## src/sv/fbpa_pkg.sv

```systemverilog
// Shared types and constants of the fixed block pool allocator.
// Used by the controller, the datapath and the top level; depends on nothing.
package fbpa_pkg;

	// Pool geometry.
	localparam int MAX_BLOCKS = 256;
	localparam int IDX_W      = $clog2(MAX_BLOCKS);
	localparam int CNT_W      = IDX_W + 1;
	localparam int ALIGNMENT  = 8;

	// Field and register widths.
	localparam int ADDR_W     = 24;
	localparam int CAP_W      = 9;
	localparam int STRIDE_W   = 17;
	localparam int OFF_W      = 3;
	localparam int CFG_IDX_W  = 2;
	localparam int CFG_DATA_W = STRIDE_W;

	// The effective stride may round up beyond the register width.
	localparam int SE_W       = STRIDE_W + 1;
	localparam int MIN_STRIDE = 8;

	// Lowest-free search: one group of flags per cycle.
	localparam int GROUP_W    = 32;
	localparam int GROUPS     = MAX_BLOCKS / GROUP_W;
	localparam int GSEL_W     = $clog2(GROUPS);
	localparam int POS_W      = $clog2(GROUP_W);

	// Restoring divider: one quotient bit per cycle.
	localparam int QUO_W      = IDX_W + 1;
	localparam int BIT_W      = $clog2(QUO_W);

	// Reset values of the configuration registers.
	localparam int CAP_RESET    = 256;
	localparam int STRIDE_RESET = 16;

	// Configuration register indexes.
	localparam logic [CFG_IDX_W-1:0] CFG_CAPACITY = 2'd0;
	localparam logic [CFG_IDX_W-1:0] CFG_STRIDE   = 2'd1;
	localparam logic [CFG_IDX_W-1:0] CFG_OFFSET   = 2'd2;

	typedef enum logic [1:0] {
		OP_ALLOC,
		OP_FREE,
		OP_CLEAR,
		OP_NONE
	} op_t;

	typedef enum logic [1:0] {
		RS_OK,
		RS_FULL,
		RS_INVALID,
		RS_ALREADY_FREE
	} res_status_t;

	typedef enum logic [2:0] {
		S_IDLE,
		S_DECODE,
		S_SCAN,
		S_DIV,
		S_FINISH
	} state_t;

	// Commands from the controller to the datapath.
	typedef struct packed {
		logic load;
		logic start;
		logic scan;
		logic div;
		logic commit;
	} cmd_t;

	// Status from the datapath to the controller.
	typedef struct packed {
		op_t  kind;
		logic need_scan;
		logic need_div;
		logic scan_done;
		logic div_done;
		logic out_free;
	} stat_t;

endpackage

```

## src/sv/fixed_block_pool_allocator.sv

```systemverilog
// Fixed block pool allocator. An input transfer is accepted in the idle state only; a result
// is registered after the decode step for allocations by hint or on a full pool, clears,
// unknown operations and frees below the offset or far beyond the pool, after the lowest-free
// search over up to 8 groups of 32 flags for other allocations, and after the restoring
// divider, producing one of 9 quotient bits per cycle, for other frees; no new item is taken
// before the last is committed. Reset is immediate: flags, count and hint clear at once and the
// configuration returns to capacity 256, stride 16, offset 0; there is no clearing pass.
module fixed_block_pool_allocator import fbpa_pkg::*; (
	input  logic                  clk,
	input  logic                  arst_n,
	input  logic                  cfg_we,
	input  logic [CFG_IDX_W-1:0]  cfg_index,
	input  logic [CFG_DATA_W-1:0] cfg_data,
	input  logic                  in_valid,
	output logic                  in_stall,
	input  logic [1:0]            kind,
	input  logic [ADDR_W-1:0]     address,
	output logic                  out_valid,
	input  logic                  out_stall,
	output logic [1:0]            status,
	output logic [ADDR_W-1:0]     result_address,
	output logic [CNT_W-1:0]      used_count
);

	cmd_t  cmd;
	stat_t stat;

	// Sequencer.
	fbpa_ctrl u_ctrl (
		.clk      (clk),
		.arst_n   (arst_n),
		.in_valid (in_valid),
		.in_stall (in_stall),
		.cmd      (cmd),
		.stat     (stat)
	);

	// Pool state, search, divider and output register.
	fbpa_datapath u_datapath (
		.clk            (clk),
		.arst_n         (arst_n),
		.cfg_we         (cfg_we),
		.cfg_index      (cfg_index),
		.cfg_data       (cfg_data),
		.kind           (kind),
		.address        (address),
		.cmd            (cmd),
		.stat           (stat),
		.out_stall      (out_stall),
		.out_valid      (out_valid),
		.status         (status),
		.result_address (result_address),
		.used_count     (used_count)
	);

endmodule

```

## src/sv/fbpa_ctrl.sv

```systemverilog
// Sequencing state machine of the fixed block pool allocator.
// Depends on fbpa_pkg; drives the datapath through cmd_t and reads stat_t.
module fbpa_ctrl import fbpa_pkg::*; (
	input  logic  clk,
	input  logic  arst_n,
	input  logic  in_valid,
	output logic  in_stall,
	output cmd_t  cmd,
	input  stat_t stat
);

	state_t state_q;
	state_t state_d;

	// State register.
	always_ff @(posedge clk or negedge arst_n) begin
		if (!arst_n) begin
			state_q <= S_IDLE;
		end else begin
			state_q <= state_d;
		end
	end

	// Next state and commands.
	always_comb begin
		state_d  = state_q;
		cmd      = '0;
		in_stall = 1'b1;
		unique case (state_q)
			S_IDLE: begin
				in_stall = 1'b0;
				if (in_valid) begin
					cmd.load = 1'b1;
					state_d  = S_DECODE;
				end
			end
			S_DECODE: begin
				cmd.start = 1'b1;
				if (stat.need_scan) begin
					state_d = S_SCAN;
				end else if (stat.need_div) begin
					state_d = S_DIV;
				end else begin
					state_d = S_FINISH;
				end
			end
			S_SCAN: begin
				cmd.scan = 1'b1;
				if (stat.scan_done) begin
					state_d = S_FINISH;
				end
			end
			S_DIV: begin
				cmd.div = 1'b1;
				if (stat.div_done) begin
					state_d = S_FINISH;
				end
			end
			S_FINISH: begin
				// Wait until the output register can take the result.
				if (stat.out_free) begin
					cmd.commit = 1'b1;
					state_d    = S_IDLE;
				end
			end
			default: begin
				state_d = S_IDLE;
			end
		endcase
	end

	// Only a free runs the divider, only an allocation runs the search.
	a_div_is_free: assert property (@(posedge clk) disable iff (!arst_n)
		(state_q == S_DIV) |-> (stat.kind == OP_FREE))
		else $error("divider running for an operation other than free");

	a_scan_is_alloc: assert property (@(posedge clk) disable iff (!arst_n)
		(state_q == S_SCAN) |-> (stat.kind == OP_ALLOC))
		else $error("flag search running for an operation other than allocate");

endmodule

```

## src/sv/fbpa_datapath.sv

```systemverilog
// Datapath of the fixed block pool allocator: configuration, busy flags,
// lowest-free search, address divider and output register. Depends on fbpa_pkg.
module fbpa_datapath import fbpa_pkg::*; (
	input  logic                  clk,
	input  logic                  arst_n,
	input  logic                  cfg_we,
	input  logic [CFG_IDX_W-1:0]  cfg_index,
	input  logic [CFG_DATA_W-1:0] cfg_data,
	input  logic [1:0]            kind,
	input  logic [ADDR_W-1:0]     address,
	input  cmd_t                  cmd,
	output stat_t                 stat,
	input  logic                  out_stall,
	output logic                  out_valid,
	output logic [1:0]            status,
	output logic [ADDR_W-1:0]     result_address,
	output logic [CNT_W-1:0]      used_count
);

	// Configuration registers.
	logic [CAP_W-1:0]    cap_q;
	logic [STRIDE_W-1:0] stride_q;
	logic [OFF_W-1:0]    off_q;

	// Pool state.
	logic [MAX_BLOCKS-1:0] busy_q;
	logic [CNT_W-1:0]      used_q;
	logic [IDX_W-1:0]      hint_q;
	logic                  hint_valid_q;

	// Captured operation and working registers.
	op_t               kind_q;
	logic [ADDR_W-1:0] addr_q;
	logic              found_q;
	logic              use_hint_q;
	logic [IDX_W-1:0]  idx_q;
	logic [GSEL_W-1:0] group_q;
	logic [BIT_W-1:0]  bit_q;
	logic [ADDR_W-1:0] rem_q;
	logic [QUO_W-1:0]  quo_q;
	logic              bad_q;

	// Output register.
	logic              out_valid_q;
	res_status_t       status_q;
	logic [ADDR_W-1:0] res_q;
	logic [CNT_W-1:0]  count_q;

	// Effective configuration.
	logic [CNT_W-1:0] cap_eff;
	logic [SE_W-1:0]  stride_min;
	logic [SE_W-1:0]  stride_eff;

	localparam logic [SE_W-1:0] ALIGN_ADD  = SE_W'(ALIGNMENT - 1);
	localparam logic [SE_W-1:0] ALIGN_MASK = ~ALIGN_ADD;

	always_comb begin
		if (cap_q == '0) begin
			cap_eff = CNT_W'(1);
		end else if (cap_q > CAP_W'(MAX_BLOCKS)) begin
			cap_eff = CNT_W'(MAX_BLOCKS);
		end else begin
			cap_eff = CNT_W'(cap_q);
		end
		if (stride_q < STRIDE_W'(MIN_STRIDE)) begin
			stride_min = SE_W'(MIN_STRIDE);
		end else begin
			stride_min = {1'b0, stride_q};
		end
		stride_eff = (stride_min + ALIGN_ADD) & ALIGN_MASK;
	end

	// Configuration writes.
	always_ff @(posedge clk or negedge arst_n) begin
		if (!arst_n) begin
			cap_q    <= CAP_W'(CAP_RESET);
			stride_q <= STRIDE_W'(STRIDE_RESET);
			off_q    <= '0;
		end else if (cfg_we) begin
			unique case (cfg_index)
				CFG_CAPACITY: cap_q    <= cfg_data[CAP_W-1:0];
				CFG_STRIDE:   stride_q <= cfg_data[STRIDE_W-1:0];
				CFG_OFFSET:   off_q    <= cfg_data[OFF_W-1:0];
				default:      ;
			endcase
		end
	end

	// Decode checks on the captured operation.
	logic [ADDR_W:0]      rel_c;
	logic                 under_c;
	logic                 over_c;
	logic                 full_c;
	logic                 hint_ok_c;
	logic                 take_hint_c;

	assign rel_c       = {1'b0, addr_q} - (ADDR_W + 1)'(off_q);
	assign under_c     = rel_c[ADDR_W];
	// A quotient that needs more than QUO_W bits is out of range anyway.
	assign over_c      = (SE_W + QUO_W)'(rel_c[ADDR_W-1:0]) >= {stride_eff, {QUO_W{1'b0}}};
	assign full_c      = used_q >= cap_eff;
	assign hint_ok_c   = hint_valid_q && ({1'b0, hint_q} < cap_eff) && !busy_q[hint_q];
	assign take_hint_c = (kind_q == OP_ALLOC) && !full_c && hint_ok_c;

	// Lowest free flag in the current group, below the capacity.
	logic [GROUP_W-1:0] grp_flags;
	logic [GROUP_W-1:0] free_vec;
	logic               any_free;
	logic [POS_W-1:0]   low_pos;

	assign grp_flags = busy_q[{group_q, {POS_W{1'b0}}} +: GROUP_W];

	always_comb begin
		for (int j = 0; j < GROUP_W; j++) begin
			free_vec[j] = !grp_flags[j] && ({1'b0, group_q, POS_W'(j)} < cap_eff);
		end
		low_pos = '0;
		for (int j = GROUP_W - 1; j >= 0; j--) begin
			if (free_vec[j]) begin
				low_pos = POS_W'(j);
			end
		end
	end

	assign any_free = |free_vec;

	// One restoring division step.
	logic [SE_W+QUO_W-1:0] shifted_c;
	logic                  sub_ok_c;

	assign shifted_c = (SE_W + QUO_W)'(stride_eff) << bit_q;
	assign sub_ok_c  = (SE_W + QUO_W)'(rem_q) >= shifted_c;

	// Working registers: capture, decode, search and divide.
	always_ff @(posedge clk or negedge arst_n) begin
		if (!arst_n) begin
			kind_q     <= OP_NONE;
			found_q    <= 1'b0;
			use_hint_q <= 1'b0;
			group_q    <= '0;
			bit_q      <= '0;
			bad_q      <= 1'b0;
		end else begin
			if (cmd.load) begin
				kind_q <= op_t'(kind);
			end
			if (cmd.start) begin
				found_q    <= take_hint_c;
				use_hint_q <= take_hint_c;
				group_q    <= '0;
				bit_q      <= BIT_W'(QUO_W - 1);
				bad_q      <= under_c || over_c;
			end
			if (cmd.scan) begin
				if (any_free) begin
					found_q <= 1'b1;
				end
				group_q <= group_q + GSEL_W'(1);
			end
			if (cmd.div) begin
				bit_q <= bit_q - BIT_W'(1);
			end
		end
	end

	// Payload side of the working registers.
	always_ff @(posedge clk) begin
		if (cmd.load) begin
			addr_q <= address;
		end
		if (cmd.start) begin
			idx_q <= hint_q;
			rem_q <= rel_c[ADDR_W-1:0];
			quo_q <= '0;
		end
		if (cmd.scan && any_free) begin
			idx_q <= {group_q, low_pos};
		end
		if (cmd.div && sub_ok_c) begin
			rem_q        <= rem_q - shifted_c[ADDR_W-1:0];
			quo_q[bit_q] <= 1'b1;
		end
	end

	// Outcome of the operation.
	logic [IDX_W+SE_W-1:0] prod_c;
	logic [IDX_W+SE_W-1:0] payload_c;
	logic                  quo_ok_c;
	logic                  free_ok_c;
	res_status_t           stat_c;
	logic [ADDR_W-1:0]     res_c;
	logic [CNT_W-1:0]      used_c;

	assign prod_c    = (IDX_W + SE_W)'(idx_q) * (IDX_W + SE_W)'(stride_eff);
	assign payload_c = prod_c + (IDX_W + SE_W)'(off_q);
	assign quo_ok_c  = (rem_q == '0) && (quo_q < cap_eff);

	always_comb begin
		stat_c    = RS_OK;
		res_c     = '0;
		used_c    = used_q;
		free_ok_c = 1'b0;
		case (kind_q)
			OP_ALLOC: begin
				if (found_q) begin
					used_c = used_q + CNT_W'(1);
					res_c  = payload_c[ADDR_W-1:0];
				end else begin
					stat_c = RS_FULL;
				end
			end
			OP_FREE: begin
				if (bad_q || !quo_ok_c) begin
					stat_c = RS_INVALID;
				end else if (!busy_q[quo_q[IDX_W-1:0]]) begin
					stat_c = RS_ALREADY_FREE;
				end else begin
					free_ok_c = 1'b1;
					if (used_q != '0) begin
						used_c = used_q - CNT_W'(1);
					end
				end
			end
			OP_CLEAR: begin
				used_c = '0;
			end
			default: ;
		endcase
	end

	// Pool state update when the result is committed.
	always_ff @(posedge clk or negedge arst_n) begin
		if (!arst_n) begin
			busy_q       <= '0;
			used_q       <= '0;
			hint_q       <= '0;
			hint_valid_q <= 1'b0;
		end else if (cmd.commit) begin
			used_q <= used_c;
			case (kind_q)
				OP_ALLOC: begin
					if (found_q) begin
						busy_q[idx_q] <= 1'b1;
						if (use_hint_q) begin
							hint_valid_q <= 1'b0;
						end
					end
				end
				OP_FREE: begin
					if (free_ok_c) begin
						busy_q[quo_q[IDX_W-1:0]] <= 1'b0;
						hint_q                   <= quo_q[IDX_W-1:0];
						hint_valid_q             <= 1'b1;
					end
				end
				OP_CLEAR: begin
					busy_q <= '0;
				end
				default: ;
			endcase
		end
	end

	// Output register: a held result does not block acceptance of the next operation, only its commit.
	logic out_free;

	assign out_free = !out_valid_q || !out_stall;

	always_ff @(posedge clk or negedge arst_n) begin
		if (!arst_n) begin
			out_valid_q <= 1'b0;
		end else if (cmd.commit) begin
			out_valid_q <= 1'b1;
		end else if (!out_stall) begin
			out_valid_q <= 1'b0;
		end
	end

	always_ff @(posedge clk) begin
		if (cmd.commit) begin
			status_q <= stat_c;
			res_q    <= res_c;
			count_q  <= used_c;
		end
	end

	assign out_valid      = out_valid_q;
	assign status         = status_q;
	assign result_address = res_q;
	assign used_count     = count_q;

	// Status to the controller.
	always_comb begin
		stat.kind      = kind_q;
		stat.need_scan = (kind_q == OP_ALLOC) && !full_c && !hint_ok_c;
		stat.need_div  = (kind_q == OP_FREE) && !under_c && !over_c;
		stat.scan_done = any_free || (group_q == GSEL_W'(GROUPS - 1));
		stat.div_done  = bit_q == '0;
		stat.out_free  = out_free;
	end

	// The used count always matches the number of busy flags.
	a_count_matches: assert property (@(posedge clk) disable iff (!arst_n)
		used_q == CNT_W'($countones(busy_q)))
		else $error("used count differs from number of busy flags");

	// A valid hint always names a free block.
	a_hint_free: assert property (@(posedge clk) disable iff (!arst_n)
		hint_valid_q |-> !busy_q[hint_q])
		else $error("hint names a busy block");

	// A result is only committed into a free output register.
	a_commit_room: assert property (@(posedge clk) disable iff (!arst_n)
		cmd.commit |-> out_free)
		else $error("result committed over an unread result");

endmodule
```

## config.mk

```make
export PLATFORM = sky130hd
export DESIGN_NAME = fixed_block_pool_allocator
export DESIGN_NICKNAME = d
export VERILOG_FILES = /design/src/sv/fbpa_pkg.sv /design/src/sv/fixed_block_pool_allocator.sv /design/src/sv/fbpa_ctrl.sv /design/src/sv/fbpa_datapath.sv
export SDC_FILE = /design/constraint.sdc
export NUM_CORES = 2
export LEC_CHECK = 0
export ABC_AREA = 1
export BUFFER_PORTS_ARGS = -buffer_cell sky130_fd_sc_hd__clkbuf_2
export CAP_MARGIN = 20
export CORE_ASPECT_RATIO = 0.9
export CORE_MARGIN = 2
export CORE_UTILIZATION = 51
export CTS_BUF_LIST = sky130_fd_sc_hd__clkbuf_2 sky130_fd_sc_hd__clkbuf_4 sky130_fd_sc_hd__clkbuf_8
export DETAILED_ROUTE_END_ITERATION = 10
export PLACE_DENSITY_LB_ADDON = 0.05
export SLEW_MARGIN = 10
export SYNTH_ARGS = -nofsm -noshare
export SYNTH_HDL_FRONTEND = slang
export SYNTH_SLANG_ARGS = --single-unit
```

## constraint.sdc

```tcl
create_clock -name clk -period 7.9 [get_ports clk]
set_input_delay 0.395 -clock clk [delete_from_list [all_inputs] [get_ports clk]]
set_output_delay 0.395 -clock clk [all_outputs]
set_load 0.02 [all_outputs]
```

After elaboration in Yosys (flattened, before gate mapping)
Index checks and enable logic that the tools add are counted.

Register bits: 419. Bits in latches: 0. Bits in writable memories: 0. Bits in read-only memories: 0. Input bits: 50. Output and inout port bits: 37. Word-level logic and storage cells: 305. Memories: 0.

Add/subtract/negate cells: 8. Multiply operators: 1. Divide/modulo/power cells: 0. Order comparisons: 46. Eq/ne operators: 17. Shift-type cells: 2. Muxes and demuxes: 94. Bitwise logic cells: 4. Reduce and logical (&&, ||, !) cells: 111.

Operators with widths (number): $pmux 256 s3 (1); $mux 256 (2); $lt 8x9->1 (33); $and 256x256->256 (1); $not 256->256 (1); $or 256x256->256 (1); $shiftx 256x9->32 (1); $mux 5 (32); $mux 9 (8); $ge 24x27->1 (2); $mux 24 (2); $logic_and 1x1->1 (45); $logic_not 1->1 (40); $reduce_or 32->1 (1); $lt 8x9->1 const B (3); $pmux 9 s3 (1); $shl 18x4->27 (1); $mux 1 (25); $sub 24x3->25 (1); $add 24x3->24 (1); $logic_not 24->1 (1); $mux 3 (8); $sub 24x24->24 (1); $mul 8x15->21 (1); other kinds (42) (70).

Depth between registers and ports, before layout
Word-level depth: 38. Mapped depth: 48. Gate-level depth less buffers: 48.

Hierarchy
A second synthesis with hierarchy kept.

Cell total of the unflattened synthesis: 4757. Area, all modules: 34021.4 um^2.

Modules (own cells, without submodules): fbpa_datapath (times used 1, cells each 4718, area each 33788.7 um^2, seq. area each 10825.4 um^2); fbpa_ctrl (times used 1, cells each 39, area each 232.7 um^2, seq. area each 75.1 um^2).

Least setup slack after synthesis
Ideal clock, no wire load.

Path type: register -> register. From: register u_datapath.stride_q[4]. To: register u_datapath.res_q[23], in the netlist u_datapath.result_address[23] (data pin). Setup time: 255 ps. Arrival time: 5941 ps. Required time: 7645 ps. Path slack: 1704 ps. Cell stages (with the launch flop): 42. Path buffers: 0. Period minus slack after synthesis: 6196 ps. Cells stage by stage: dfstp_2 -> inv_1 -> nor2_1 -> inv_2 -> nor2_1 -> inv_2 -> nor2_2 -> inv_2 -> nor2_4 -> inv_1 -> nor2_1 -> inv_1 -> nand2_1 -> inv_1 -> nand2_1 -> fa_1 -> fa_1 -> inv_1 -> [6 not listed] -> a21oi_1 -> or2_2 -> nand2_1 -> inv_1 -> o21ai_0 -> nand2_1 -> nand2_1 -> nand2_1 -> a21oi_1 -> nor2_1 -> nor2_1 -> o21bai_1 -> nand2_1 -> nand2_1 -> a21oi_1 -> nand3_1 -> nand2_1 -> nor2_1.

Longest elaborated chain between the ends: 5.

RTL lines: from (decl) (line fbpa_datapath.sv:22) `logic [STRIDE_W-1:0] stride_q;`; from (signal assigned) (line fbpa_datapath.sv:77) `stride_q <= STRIDE_W'(STRIDE_RESET);`; from (signal assigned) (line fbpa_datapath.sv:82) `CFG_STRIDE: stride_q <= cfg_data[STRIDE_W-1:0];`; $lt 17x4->1 (line fbpa_datapath.sv:65) `if (stride_q < STRIDE_W'(MIN_STRIDE)) begin`; $mux 17 * (line fbpa_datapath.sv:65); $add 17x3->18 * (line fbpa_datapath.sv:70) `stride_eff = (stride_min + ALIGN_ADD) & ALIGN_MASK;`; $mul 8x15->21 * (line fbpa_datapath.sv:194) `assign prod_c = (IDX_W + SE_W)'(idx_q) * (IDX_W + SE_W)'(stride_eff);`; $add 24x3->24 * (line fbpa_datapath.sv:195) `assign payload_c = prod_c + (IDX_W + SE_W)'(off_q);`; to (signal assigned) (line fbpa_datapath.sv:282) `res_q <= res_c;`; to (decl) (line fbpa_datapath.sv:46) `logic [ADDR_W-1:0] res_q;`.

Every way passes the cells marked *; elsewhere a longest branch is shown, timed or not. A chain may end at the register's enable or synchronous reset.

Worst setup path in the final report
From: register u_datapath.stride_q[0]. To: register u_datapath.res_q[23], in the netlist u_datapath.result_address[23] (data pin).

The elaborated chain is that of the path after synthesis.

==> summary.txt <==
Die
  – Die height: 249 um
  – Die X: 276 um
  – I/O pins: 87
  – Core ar.: 0.0658 sq mm
  – Total die area: 0.0688 sq mm
  – Row cnt: 89
  – Starting Density: 51.7%

Cells and area
  – Area Growth Syn to Fin: 8.60%
  – Nets@finish: 4942
  – Final Cell Area: 0.0369 sq mm
  – Layout cells sized above 1: 8.35%

Job
  – # Max-Cap Violations: 0

Global routing
  – Maximum number of pins on one net before global-route repair: 205
  – Gr busiest metal: met1
  – First-pass GRT wire length: 212000 um
  – Congestion Overflow GR: 0
  – Met3 usage: 13.5%
  – Overall Global Routing Usage: 40.1%
  – Vias in the first global route: 33540
  – Initial antenna violation count: 9
  – GRT met1 Usage: 57.6%
  – GR Util met2: 54.1%

Worst hold path
  – Hold crit path type: in -> reg
  – WHS Path Cells: 3
  – Hold path endpoint: u_datapath.stride_q[9]
  – Hold path start: cfg_data[9]

Place
  – Dpl cell area: 0.0349 sq mm
  – Post-DP HPWL: 93000 um
  – Gp weighted congestion: 1.05
  – # port buffers: 86

Worst setup path
  – CP Max Fanout: 9
  – CP Capture Type: flop
  – Type of origin of the critical path: flop
  – Worst path slowest cell: nor2_1
  – CP peak stage delay: 620 ps
  – Critical path required time: 8320 ps
  – R2r endpoint: u_datapath.result_address[23]
  – R2r setup slk: 800 ps
  – Arr. time, crit path: 7520 ps
  – Worst Reg-to-Reg Cells: 43
  – CP Class: reg -> reg
  – R2r startpoint: u_datapath.stride_q[0]
  – Cell repeated most along the worst path: nand2_1

Routing
  – DRT antenna net count: 0
  – Vias per cell: 6.52
  – Via count: 36656
  – Wirelength, routed: 142000 um
  – Initial DRC count: 5964
  – Drt wl/cell: 25.3 um
  – DRC viols: 0
  – TritonRoute pass-1 iters: 8

Yosys
  – Syn_nets: 4996
  – Synth Flop Type: dfrtp_1
  – Post-synth EDFFs: 91
  – Post-synth cell types: 64
  – Synth Cell Area: 0.0340 sq mm
  – FFs w/ async S/R, synth: 76.1%
  – YS warnings: 0
  – Avg Inst Size Synth: 7.15 sq um
  – Seq/Total Area, Yosys: 32.1%
  – Synth Instances: 4756
  – FF+latch count, synth: 419

Timing
  – Final Cycle Share: 89.9%
  – Fin crit period: 7100 ps
  – Final Hold Fails: 0
  – Worst-Margin Slew: 1220 ps
  – Setup violators final: 0
  – Relative slew slack: 18.5%
  – Setup tns final: 0 ps
  – Final Slew Violations: 0
  – Post-Route Skew: 40.2 ps
  – Fmax: 141 MHz
  – RSZ-0062 raised after global routing: false

Clocking
  – Post-CTS sizing: 0
  – Total clock buffers created by CTS: 81
  – Clock Pin Slew Worst Setup and Hold Paths: 60 ps
  – Number of clock sinks: 419
  – Clk_lat worst skew: 700 ps
  – Clock Tree Root: clkbuf_8
  – CTS max path bufs: 3
  – H-tree depth: 3
  – CTS tree: done

Outcome
  – Status: completed

Power
  – VDD IR max: 0.344 mV
  – Pwr dens: 459 mW/mm^2
  – Leakage: 15.5 nW
## area by class of cell
| cell class | instances | area (sq um) |
|---|---|---|
| tap | 864 | 1080 |
| clock inverter | 14 | 130 |
| clock buffer | 122 | 1510 |
| timing repair buffer | 216 | 1590 |
| antenna | 1 | 2.50 |
| fill | 6491 | 28900 |
| multi-input combinational | 3414 | 19600 |
| inverter | 570 | 2140 |
| sequential | 419 | 10900 |
## kinds of logic after synthesis
family / synth area share, %
and+or+nand+nor: 23.5
AOI/OAI and AO/OA: 23.7
buffers and inverters: 10.7
DFF: 32.1
adders and majority gates: 8.71
xor gates and xnor gates: 1.11
muxes: 0.269
## timing repair
item                                   CTS  global route
hold buffers                            34             0
endpoints found under the hold margin  125             0
buffers inserted                         0             0
## routing by layer
metal  vias up  wire length [um]
met1     17100             58500
li1      16418                 -
met5         -               176
met4         8              6790
met2      2676             55800
met3       454             20700
## stage by stage
stage	total power [mW]	utilization, %	setup slack [ps]	std cells	hold WS (ps)
final	17.0	56.1	799	5620	45.6
after global placement	14.2	53.1	979	5447	461
after global routing	18.3	56.1	177	5620	33.5
after floorplan	11.2	-	1700	4756	99.4
after CTS	16.6	56.1	871	5618	15.8
after detailed placement	14.2	53.1	909	5448	464
## cells in the final DEF (no fill, tap or decap), drive strengths merged, types with 112 or more instances in the layout
cell and instances:
nand2 872, nand3 577, inv 566, o21ai 542
nor2 338, dfrtp 315, a32oi 256, a21oi 238
clkbuf 207, o22ai 143, ha 112
## worst max path at each step
| stage | depth (start not counted) | slack [ps] | to | startpoint |
|---|---|---|---|---|
| global placement | 43 | 980 | u_datapath.result_address[23] | u_datapath.stride_q[0] |
| detailed placement | 43 | 910 | u_datapath.result_address[23] | u_datapath.stride_q[0] |
| floorplan | 41 | 1700 | u_datapath.result_address[23] | u_datapath.stride_q[4] |
| CTS | 43 | 870 | u_datapath.result_address[23] | u_datapath.stride_q[0] |
| finish | 43 | 800 | u_datapath.result_address[23] | u_datapath.stride_q[0] |
| global route | 42 | 180 | u_datapath.result_address[23] | u_datapath.stride_q[3] |
## worst max-delay path: cells and delay by family (launching register included)
family	cells	cell delay, ps
and+or+nand+nor	23	2650
DFF	1	370
adders and majority gates	5	2140
buffers and inverters	8	600
AOI/OAI and AO/OA	7	1110
## power breakdown
group	internal, mW	switching [mW]
Sequential	3.20	1.05
Clock	1.28	1.05
Combinational	3.40	6.97
Total	7.88	9.07
## Yosys cell counts, types with 10 or more instances
library cell / n / area [sq um]
nand2_1: 871 / 3270
nand3_1: 575 / 2880
inv_1: 551 / 2070
o21ai_0: 485 / 2430
nor2_1: 331 / 1240
dfrtp_1: 315 / 7880
a32oi_1: 256 / 2240
clkbuf_1: 245 / 920
a21oi_1: 234 / 1170
o22ai_1: 143 / 895
ha_1: 112 / 1400
edfxtp_1: 91 / 2730
buf_2: 87 / 435
fa_1: 78 / 1560
o21ai_1: 47 / 235
a221oi_1: 40 / 350
nor3_1: 36 / 180
xnor2_1: 22 / 193
nand4_1: 21 / 131
xor2_1: 21 / 184
a31oi_1: 15 / 93.8
nor4_1: 15 / 93.8
inv_2: 14 / 52.6
a22oi_1: 12 / 90.1
buf_1: 12 / 45.0
o21ai_2: 10 / 87.6
## flip-flops by register name, indices dropped and copies added (netlist names), 4 cells and up
| name | flops |
|---|---|
| u_datapath.addr_q | 24 |
| u_datapath.bit_q | 4 |
| u_datapath.busy_q | 256 |
| u_datapath.cap_q | 9 |
| u_datapath.hint_q | 8 |
| u_datapath.idx_q | 8 |
| u_datapath.quo_q | 9 |
| u_datapath.rem_q | 24 |
| u_datapath.result_address | 24 |
| u_datapath.stride_q | 17 |
| u_datapath.used_count | 9 |
| u_datapath.used_q | 9 |
Power figures use the tool's default switching activity.
